==> config.mk <==
export PLATFORM = sky130hd
export DESIGN_NAME = bouncing_square_yuv420_overlay_top
export DESIGN_NICKNAME = d
export VERILOG_FILES = /design/src/bsq_pkg.sv /design/src/bsq_cover.sv /design/src/bsq_motion.sv /design/src/bouncing_square_yuv420_overlay_top.sv
export SDC_FILE = /design/constraint.sdc
export NUM_CORES = 1
export LEC_CHECK = 0
export BUFFER_PORTS_ARGS = -buffer_cell sky130_fd_sc_hd__buf_2
export CAP_MARGIN = 20
export CELL_PAD_IN_SITES_DETAIL_PLACEMENT = 0
export CELL_PAD_IN_SITES_GLOBAL_PLACEMENT = 1
export CORE_ASPECT_RATIO = 0.7
export CORE_MARGIN = 2
export CORE_UTILIZATION = 50
export CTS_BUF_LIST = sky130_fd_sc_hd__clkbuf_2 sky130_fd_sc_hd__clkbuf_4 sky130_fd_sc_hd__clkbuf_8
export DETAILED_ROUTE_END_ITERATION = 12
export GPL_TIMING_DRIVEN = 0
export HOLD_SLACK_MARGIN = 0.05
export PLACE_DENSITY_LB_ADDON = 0.1
export SYNTH_ARGS = -nofsm -noshare
export SYNTH_HDL_FRONTEND = slang
export SYNTH_HIERARCHICAL = 1
export SYNTH_SLANG_ARGS = --single-unit
==> constraint.sdc <==
create_clock -name clk -period 7.5 [get_ports clk]
set_clock_uncertainty 0.2 [all_clocks]
set_input_delay 0.375 -clock clk [delete_from_list [all_inputs] [get_ports clk]]
set_output_delay 0.375 -clock clk [all_outputs]
set_load 0.03 [all_outputs]
==> src/bsq_pkg.sv <==
package bsq_pkg;

    localparam int COORD_BITS = 12;
    localparam int EXT_BITS   = COORD_BITS + 2;

    localparam int CFG_IDX_BITS  = 3;
    localparam int CFG_DATA_BITS = 24;

    localparam logic [CFG_IDX_BITS-1:0] CFG_MOTION_MODE  = 3'd0;
    localparam logic [CFG_IDX_BITS-1:0] CFG_FRAME_WIDTH  = 3'd1;
    localparam logic [CFG_IDX_BITS-1:0] CFG_FRAME_HEIGHT = 3'd2;
    localparam logic [CFG_IDX_BITS-1:0] CFG_SQUARE_SIZE  = 3'd3;
    localparam logic [CFG_IDX_BITS-1:0] CFG_STEP_SIZE    = 3'd4;
    localparam logic [CFG_IDX_BITS-1:0] CFG_START_COLOR  = 3'd5;

    localparam logic [1:0] PLANE_Y = 2'd0;
    localparam logic [1:0] PLANE_U = 2'd1;
    localparam logic [1:0] PLANE_V = 2'd2;

    localparam logic                  MODE_SERPENTINE = 1'b0;
    localparam logic                  MODE_DIAGONAL   = 1'b1;
    localparam logic [COORD_BITS-1:0] FRAME_WIDTH_RST  = COORD_BITS'(1280);
    localparam logic [COORD_BITS-1:0] FRAME_HEIGHT_RST = COORD_BITS'(720);
    localparam logic [COORD_BITS-1:0] SQUARE_SIZE_RST  = COORD_BITS'(100);
    localparam logic [COORD_BITS-1:0] STEP_SIZE_RST    = COORD_BITS'(8);
    localparam logic [23:0]           START_COLOR_RST  = 24'hFF8080;

    typedef struct packed {
        logic [7:0] y;
        logic [7:0] u;
        logic [7:0] v;
    } color_t;

    typedef struct packed {
        logic                  motion_mode;
        logic [COORD_BITS-1:0] frame_width;
        logic [COORD_BITS-1:0] frame_height;
        logic [COORD_BITS-1:0] square_size;
        logic [COORD_BITS-1:0] step_size;
    } cfg_t;

    typedef struct packed {
        logic [COORD_BITS-1:0] col;
        logic [COORD_BITS-1:0] row;
        color_t                color;
    } sq_t;

endpackage

==> src/bsq_cover.sv <==
module bsq_cover
    import bsq_pkg::*;
(
    input  logic [1:0]            plane,
    input  logic [COORD_BITS-1:0] sample_row,
    input  logic [COORD_BITS-1:0] sample_col,
    input  logic [7:0]            background,
    input  logic [COORD_BITS-1:0] square_size,
    input  sq_t                   sq,
    output logic [7:0]            out_sample,
    output logic                  covered
);

    logic                is_luma;
    logic                is_chroma;
    logic [EXT_BITS-1:0] lo_r;
    logic [EXT_BITS-1:0] hi_r;
    logic [EXT_BITS-1:0] lo_c;
    logic [EXT_BITS-1:0] hi_c;
    logic [EXT_BITS-1:0] end_r;
    logic [EXT_BITS-1:0] end_c;
    logic                hit_r;
    logic                hit_c;
    logic [7:0]          color;

    assign is_luma   = (plane == PLANE_Y);
    assign is_chroma = (plane == PLANE_U) || (plane == PLANE_V);

    // chroma sample spans a 2x2 luma block
    assign lo_r = is_luma ? {2'b00, sample_row} : {1'b0, sample_row, 1'b0};
    assign hi_r = is_luma ? {2'b00, sample_row} : {1'b0, sample_row, 1'b1};
    assign lo_c = is_luma ? {2'b00, sample_col} : {1'b0, sample_col, 1'b0};
    assign hi_c = is_luma ? {2'b00, sample_col} : {1'b0, sample_col, 1'b1};

    assign end_r = {2'b00, sq.row} + {2'b00, square_size};
    assign end_c = {2'b00, sq.col} + {2'b00, square_size};

    assign hit_r = (hi_r >= {2'b00, sq.row}) && (lo_r < end_r);
    assign hit_c = (hi_c >= {2'b00, sq.col}) && (lo_c < end_c);

    always_comb
    begin
        case (plane)
            PLANE_Y: color = sq.color.y;
            PLANE_U: color = sq.color.u;
            default: color = sq.color.v;
        endcase
    end

    assign covered    = (is_luma || is_chroma) && (square_size != '0) && hit_r && hit_c;
    assign out_sample = covered ? color : background;

endmodule

==> src/bsq_motion.sv <==
module bsq_motion
    import bsq_pkg::*;
(
    input  logic                     clk,
    input  logic                     rst_n,
    input  cfg_t                     cfg,
    input  logic                     color_load,
    input  logic [CFG_DATA_BITS-1:0] color_init,
    input  logic                     step_en,
    input  color_t                   next_color,
    output sq_t                      sq
);

    logic [COORD_BITS-1:0] col_reg, col_next;
    logic [COORD_BITS-1:0] row_reg, row_next;
    logic                  right_reg, right_next;
    logic                  down_reg, down_next;
    color_t                color_reg, color_next;

    logic [EXT_BITS-1:0]   sum_c, sum_r;
    logic                  fit_right, fit_down;
    logic [COORD_BITS-1:0] col_add, row_add, col_sub, row_sub;
    logic                  col_gt, row_gt;
    logic signed [EXT_BITS-1:0] dist_w, dist_h, pos_c, pos_r;
    logic                  bounced;

    assign sum_c = {2'b00, col_reg} + {2'b00, cfg.step_size} + {2'b00, cfg.square_size};
    assign sum_r = {2'b00, row_reg} + {2'b00, cfg.step_size} + {2'b00, cfg.square_size};
    assign fit_right = (sum_c <= {2'b00, cfg.frame_width});
    assign fit_down  = (sum_r <= {2'b00, cfg.frame_height});

    assign col_add = col_reg + cfg.step_size;
    assign row_add = row_reg + cfg.step_size;
    assign col_gt  = (col_reg > cfg.step_size);
    assign row_gt  = (row_reg > cfg.step_size);
    assign col_sub = col_gt ? (col_reg - cfg.step_size) : '0;
    assign row_sub = row_gt ? (row_reg - cfg.step_size) : '0;

    assign pos_c  = $signed({2'b00, col_reg});
    assign pos_r  = $signed({2'b00, row_reg});
    assign dist_w = $signed({2'b00, cfg.frame_width}) - pos_c;
    assign dist_h = $signed({2'b00, cfg.frame_height}) - pos_r;

    always_comb
    begin
        col_next   = col_reg;
        row_next   = row_reg;
        right_next = right_reg;
        down_next  = down_reg;
        color_next = color_reg;
        bounced    = 1'b0;

        if (step_en)
        begin
            if (cfg.motion_mode == MODE_DIAGONAL)
            begin
                if (right_reg && down_reg)
                begin
                    if (fit_right && fit_down)
                    begin
                        col_next = col_add;
                        row_next = row_add;
                    end
                    else
                    begin
                        bounced = 1'b1;
                        if (dist_w < dist_h)
                            right_next = 1'b0;
                        else
                            down_next = 1'b0;
                    end
                end
                else if (right_reg)
                begin
                    if (fit_right && (row_reg != '0))
                    begin
                        col_next = col_add;
                        row_next = row_sub;
                    end
                    else
                    begin
                        bounced = 1'b1;
                        if (dist_w < pos_r)
                            right_next = 1'b0;
                        else
                            down_next = 1'b1;
                    end
                end
                else if (down_reg)
                begin
                    if ((col_reg != '0) && fit_down)
                    begin
                        col_next = col_sub;
                        row_next = row_add;
                    end
                    else
                    begin
                        bounced = 1'b1;
                        if (pos_c < dist_h)
                            right_next = 1'b1;
                        else
                            down_next = 1'b0;
                    end
                end
                else
                begin
                    if ((col_reg != '0) && (row_reg != '0))
                    begin
                        col_next = col_sub;
                        row_next = row_sub;
                    end
                    else
                    begin
                        bounced = 1'b1;
                        if (col_reg < row_reg)
                            right_next = 1'b1;
                        else
                            down_next = 1'b1;
                    end
                end
            end
            else
            begin
                if (right_reg ? fit_right : col_gt)
                begin
                    col_next = right_reg ? col_add : col_sub;
                end
                else
                begin
                    // edge reached: turn round and take one row step, or reverse the row direction at the last row
                    bounced    = 1'b1;
                    right_next = !right_reg;
                    if (down_reg)
                    begin
                        if (fit_down)
                            row_next = row_add;
                        else
                            down_next = 1'b0;
                    end
                    else
                    begin
                        if (row_gt)
                            row_next = row_sub;
                        else
                            down_next = 1'b1;
                    end
                end
            end

            if (bounced)
                color_next = next_color;
        end
        else if (color_load)
        begin
            color_next = color_t'(color_init);
        end
    end

    always_ff @(posedge clk or negedge rst_n)
    begin
        if (!rst_n)
        begin
            col_reg   <= '0;
            row_reg   <= '0;
            right_reg <= 1'b1;
            down_reg  <= 1'b1;
            color_reg <= color_t'(START_COLOR_RST);
        end
        else
        begin
            col_reg   <= col_next;
            row_reg   <= row_next;
            right_reg <= right_next;
            down_reg  <= down_next;
            color_reg <= color_next;
        end
    end

    assign sq.col   = col_reg;
    assign sq.row   = row_reg;
    assign sq.color = color_reg;

    a_pos_hold: assert property (@(posedge clk) disable iff (!rst_n)
        !step_en |=> $stable(col_reg) && $stable(row_reg) && $stable(right_reg)
                     && $stable(down_reg))
        else $error("square moved without a frame end");

    a_color_hold: assert property (@(posedge clk) disable iff (!rst_n)
        !step_en && !color_load |=> $stable(color_reg))
        else $error("colour changed without bounce or load");

    a_dir_bounce: assert property (@(posedge clk) disable iff (!rst_n)
        step_en && !bounced |=> $stable(right_reg) && $stable(down_reg)
                                && $stable(color_reg))
        else $error("direction or colour changed without a bounce");

endmodule

==> src/bouncing_square_yuv420_overlay_top.sv <==
// A result reaches the master side through the input register, then the result register.
// Throughput: one sample per clock while m_tready is high; the square moves as a
// frame-end sample leaves the input register, so the next sample already sees it.
// Reset (rst_n, asynchronous, active low) empties both registers, restores the
// register defaults and puts the square at the top-left corner moving down-right.
module bouncing_square_yuv420_overlay_top
    import bsq_pkg::*;
(
    input  logic                     clk,
    input  logic                     rst_n,
    input  logic                     s_tvalid,
    output logic                     s_tready,
    input  logic [55:0]              s_tdata,   // sample_row, sample_col, background,
                                                // next_y, next_u, next_v
    input  logic [1:0]               s_tuser,   // plane
    input  logic                     s_tlast,   // frame_end
    output logic                     m_tvalid,
    input  logic                     m_tready,
    output logic [7:0]               m_tdata,   // out_sample
    output logic                     m_tuser,   // covered
    output logic                     m_tlast,   // frame_last
    input  logic                     cfg_valid,
    output logic                     cfg_ready,
    input  logic [CFG_IDX_BITS-1:0]  cfg_index,
    input  logic [CFG_DATA_BITS-1:0] cfg_data
);

    cfg_t        cfg_reg, cfg_next;
    logic        cfg_we;
    logic        color_load;

    logic        s1_valid_reg, s1_valid_next;
    logic [55:0] s1_data_reg;
    logic [1:0]  s1_plane_reg;
    logic        s1_last_reg;
    logic        advance;

    logic        out_valid_reg, out_valid_next;
    logic [7:0]  out_sample_reg;
    logic        covered_reg;
    logic        last_reg;

    logic [7:0]  cov_sample;
    logic        cov_hit;
    color_t      next_color;
    sq_t         sq;

    assign cfg_ready = 1'b1;
    assign cfg_we    = cfg_valid && cfg_ready;

    always_comb
    begin
        cfg_next   = cfg_reg;
        color_load = 1'b0;
        if (cfg_we)
        begin
            unique case (cfg_index)
                CFG_MOTION_MODE:  cfg_next.motion_mode  = cfg_data[0];
                CFG_FRAME_WIDTH:  cfg_next.frame_width  = cfg_data[COORD_BITS-1:0];
                CFG_FRAME_HEIGHT: cfg_next.frame_height = cfg_data[COORD_BITS-1:0];
                CFG_SQUARE_SIZE:  cfg_next.square_size  = cfg_data[COORD_BITS-1:0];
                CFG_STEP_SIZE:    cfg_next.step_size    = cfg_data[COORD_BITS-1:0];
                CFG_START_COLOR:  color_load = 1'b1;
                default:          cfg_next = cfg_reg;
            endcase
        end
    end

    always_ff @(posedge clk or negedge rst_n)
    begin
        if (!rst_n)
        begin
            cfg_reg.motion_mode  <= MODE_DIAGONAL;
            cfg_reg.frame_width  <= FRAME_WIDTH_RST;
            cfg_reg.frame_height <= FRAME_HEIGHT_RST;
            cfg_reg.square_size  <= SQUARE_SIZE_RST;
            cfg_reg.step_size    <= STEP_SIZE_RST;
        end
        else
        begin
            cfg_reg <= cfg_next;
        end
    end

    // advance the input register whenever the result register is free or draining
    assign advance        = !out_valid_reg || m_tready;
    assign s_tready       = !s1_valid_reg || advance;
    assign s1_valid_next  = (s_tvalid && s_tready) || (s1_valid_reg && !advance);
    assign out_valid_next = (s1_valid_reg && advance) || (out_valid_reg && !m_tready);

    always_ff @(posedge clk or negedge rst_n)
    begin
        if (!rst_n)
        begin
            s1_valid_reg  <= 1'b0;
            out_valid_reg <= 1'b0;
        end
        else
        begin
            s1_valid_reg  <= s1_valid_next;
            out_valid_reg <= out_valid_next;
        end
    end

    always_ff @(posedge clk)
    begin
        if (s_tvalid && s_tready)
        begin
            s1_data_reg  <= s_tdata;
            s1_plane_reg <= s_tuser;
            s1_last_reg  <= s_tlast;
        end
        if (s1_valid_reg && advance)
        begin
            out_sample_reg <= cov_sample;
            covered_reg    <= cov_hit;
            last_reg       <= s1_last_reg;
        end
    end

    assign next_color.y = s1_data_reg[39:32];
    assign next_color.u = s1_data_reg[47:40];
    assign next_color.v = s1_data_reg[55:48];

    bsq_cover u_cover (
        .plane       (s1_plane_reg),
        .sample_row  (s1_data_reg[11:0]),
        .sample_col  (s1_data_reg[23:12]),
        .background  (s1_data_reg[31:24]),
        .square_size (cfg_reg.square_size),
        .sq          (sq),
        .out_sample  (cov_sample),
        .covered     (cov_hit)
    );

    bsq_motion u_motion (
        .clk        (clk),
        .rst_n      (rst_n),
        .cfg        (cfg_reg),
        .color_load (color_load),
        .color_init (cfg_data),
        .step_en    (s1_valid_reg && advance && s1_last_reg),
        .next_color (next_color),
        .sq         (sq)
    );

    assign m_tvalid = out_valid_reg;
    assign m_tdata  = out_sample_reg;
    assign m_tuser  = covered_reg;
    assign m_tlast  = last_reg;

    a_s1_hold: assert property (@(posedge clk) disable iff (!rst_n)
        s1_valid_reg && !advance |=> s1_valid_reg && $stable(s1_data_reg)
                                     && $stable(s1_last_reg))
        else $error("input register lost a sample while stalled");

    a_s1_fill: assert property (@(posedge clk) disable iff (!rst_n)
        s_tvalid && s_tready |=> s1_valid_reg)
        else $error("transfer did not fill the input register");

    a_out_fill: assert property (@(posedge clk) disable iff (!rst_n)
        s1_valid_reg && advance |=> m_tvalid && (m_tlast == $past(s1_last_reg)))
        else $error("result register not loaded from the input register");

endmodule
==> out/results.ini <==
[yosys]
synth.area.top_cells=ha_1 (19%), edfxtp_1 (13%), dfrtp_1 (13%)
synth_common_cells=ha_1 (233), inv_1 (138), nor2_1 (100)
syn_inst=1542
ys_ff_latch=170
ys_seq_area_frac=0.300
yosysTopAreaCellShare=0.189
ys_types=88
ys.warnings.count=6
async_reset_ff_frac=0.594
synthesis.nets=1900
synth_edf_count=69
synth_ff_type=dfrtp_1
syn_area_per_cell_um2=10.0
synth_top_area_cell=ha_1
synth_most_common_cell=ha_1
synth.cell_area_um2=15500

[global_routing]
grt_max_degree=69
grt_antenna_before_repair=3
overflow=0
grtUsageTotal=0.300
grt_pass1_vias=12200
grt_pass1_wl_mm=72.7

[finish]
drive_gt1_frac=0.161
largest_reg_flops=56
diodes=0
area_growth_pct=14.7
utilization=0.586
nets=2099

[hold_path]
hp-class=in2reg
holdPathStages=2
worstHoldStart=cfg_data[2]
hold_end=cfg_reg[38]

[clocking]
path_clk_slew_ps=110
clockBufferDepth=2
cts_buffers=17
cts_tree=done
ctsResizeCount=0
cts_setup_buffers=0
ctsHoldBuffers=76
clkLatencyLatePin_ps=490
clockRootBuffer=clkbuf_8
htreeDepth=4
cts.sinks=170

[setup_path]
cp_common_cell=inv_1
path_max_fanout=11
arrival_ps=7080
critPathKind=reg2reg
r2r-start=u_motion/col_reg[1]
end_kind=flop
critical_path.top_delay_family=compound AO/OA/AOI/OAI gates
r2r_slack_ps=590
worst_path_max_delay_cell=dfrtp_1
cpPeakStageDelay_ps=820
required_ps=7670
crit_chain=inv_1 -> fa_1 -> inv_1 -> ha_1 -> inv_1 -> fa_1 -> nor2b_1 -> o31a_1 -> o21a_1 -> nor2_1 -> xnor2_1 -> ha_1 -> a211o_1 -> o211ai_1 -> a21oi_1 -> a2111oi_0 -> a2bb2oi_4 -> a31oi_1 -> and3_1 -> a21o_4 -> buf_6 -> o221a_1
r2r_cells=22
crit_path_start_kind=flop
worst-path-buf-inv=4
rr_endpoint=u_motion/sq[2]

[route]
wl_per_cell_um=22.3
wl_mm=48.2
vias=12900
dr.pass1.iters=5
viasPerCell=5.95
drc=0
ant_nets=0
drt_iter0_drc=1115

[floorplanning]
dieArea_um2=32300
core_um2=30200
initial_utilization=0.511
num_io_pins=104
fp.dieH_um=151
row_count=53
fp.dieW_um=214

[sta]
slew_viol_final=0
rsz0062_at_grt=false
finalCriticalPeriod_ps=6910
period_share=0.921
tightest_slew_ps=948
tns_ps=0
setup_viol=0
fmax_mhz=145
slew_headroom=0.368
postLayoutSetupSlackWorst_ps=592
hold_violations=0

[placement]
dpl_worst_slack_ps=785
dpl.hpwl_mm=36.2
port_buffers=102
gp_congestion=0.920

[job]
timing.max_cap.violations=0

[outcome]
status=completed

## worst max-delay path by stage
| stage | from | to | slack (ps) | depth (start not counted) |
|---|---|---|---|---|
| 6_report | u_motion/col_reg[1] | u_motion/sq[2] | 590 | 22 |
| 5_1_grt | u_motion/col_reg[1] | u_motion/sq[2] | 270 | 22 |
| 4_1_cts | u_motion/col_reg[1] | u_motion/sq[2] | 750 | 22 |
| 3_5_place_dp | u_motion/col_reg[1] | u_motion/sq[0] | 790 | 22 |
| 3_3_place_gp | u_motion/col_reg[1] | u_motion/sq[13] | 810 | 22 |
| 2_1_floorplan | u_motion/row_reg[1] | u_motion/col_reg[0] | 1770 | 25 |
## worst reg2reg max path, delay by kind of cell, from the launching register on
family	cells	cell delay, ps
xor gates and xnor gates	1	400
and+or+nand+nor	3	580
DFF	1	820
adders and majority gates	4	1520
buffers and inverters	4	750
AOI/OAI and AO/OA	10	2530
## layer usage
layer | share of wire | wire, um | track usage | up-vias
met1 | 0.47 | 22500 | 0.433 | 6225
li1 | - | - | - | 6096
met2 | 0.44 | 21000 | 0.462 | 501
met4 | 0.020 | 976 | 0.0792 | 0
met5 | 0 | 0 | 0 | -
met3 | 0.077 | 3720 | 0.0586 | 55
## cell usage in the layout, fill, tap and decap left out, types with 10 or more instances in the layout
| cell type | count |
|---|---|
| dfrtp_1 | 78 |
| clkbuf_1 | 22 |
| nor4_1 | 10 |
| nand4_1 | 16 |
| nand2b_1 | 43 |
| nand2_1 | 62 |
| nor3_1 | 30 |
| nor2b_1 | 19 |
| o211ai_1 | 15 |
| mux2_4 | 19 |
| a211o_1 | 10 |
| edfxtp_1 | 69 |
| o21a_1 | 16 |
| fa_1 | 34 |
| a22oi_1 | 10 |
| a31oi_1 | 21 |
| mux2i_1 | 21 |
| a21o_1 | 34 |
| clkbuf_8 | 17 |
| nand3_1 | 27 |
| xnor2_1 | 38 |
| ha_1 | 233 |
| a211oi_1 | 16 |
| dlygate4sd3_1 | 76 |
| nor2_1 | 100 |
| xor2_1 | 32 |
| o21bai_1 | 18 |
| o21ai_0 | 63 |
| inv_1 | 138 |
| dfstp_2 | 23 |
| mux2_2 | 69 |
| o221a_1 | 21 |
| buf_2 | 105 |
| a21oi_1 | 98 |
## stage by stage
step	cells	hold slack [ps]	instance area [um2]
after global placement	2056	231	16500
after global routing	2166	54.1	17700
after detailed placement	2058	174	16500
after floorplan	1542	-121	15500
after CTS	2166	58.8	17700
final	2166	88.8	17700
## layout make-up
class                      count  area [um2]
sequential                   170        4630
timing repair buffer         180        1320
buffer                        37         200
clock inverter                15         201
multi-input combinational   1196       10100
clock buffer                  17         234
fill                        2657       12500
inverter                     139         522
tap                          412         515
## cell families after synthesis
family | share of synthesized area
AO/OA/AOI/OAI | 0.183
AND/OR/NAND/NOR | 0.113
adder cells (fa/ha/maj) | 0.233
buffers and inverters | 0.0467
flip-flops | 0.300
multiplexers | 0.0853
XOR/XNOR | 0.0397
other | 0.000243
Power is not shown: default switching activity piles up to over one toggle a cycle in this logic, so the estimate is an artifact.
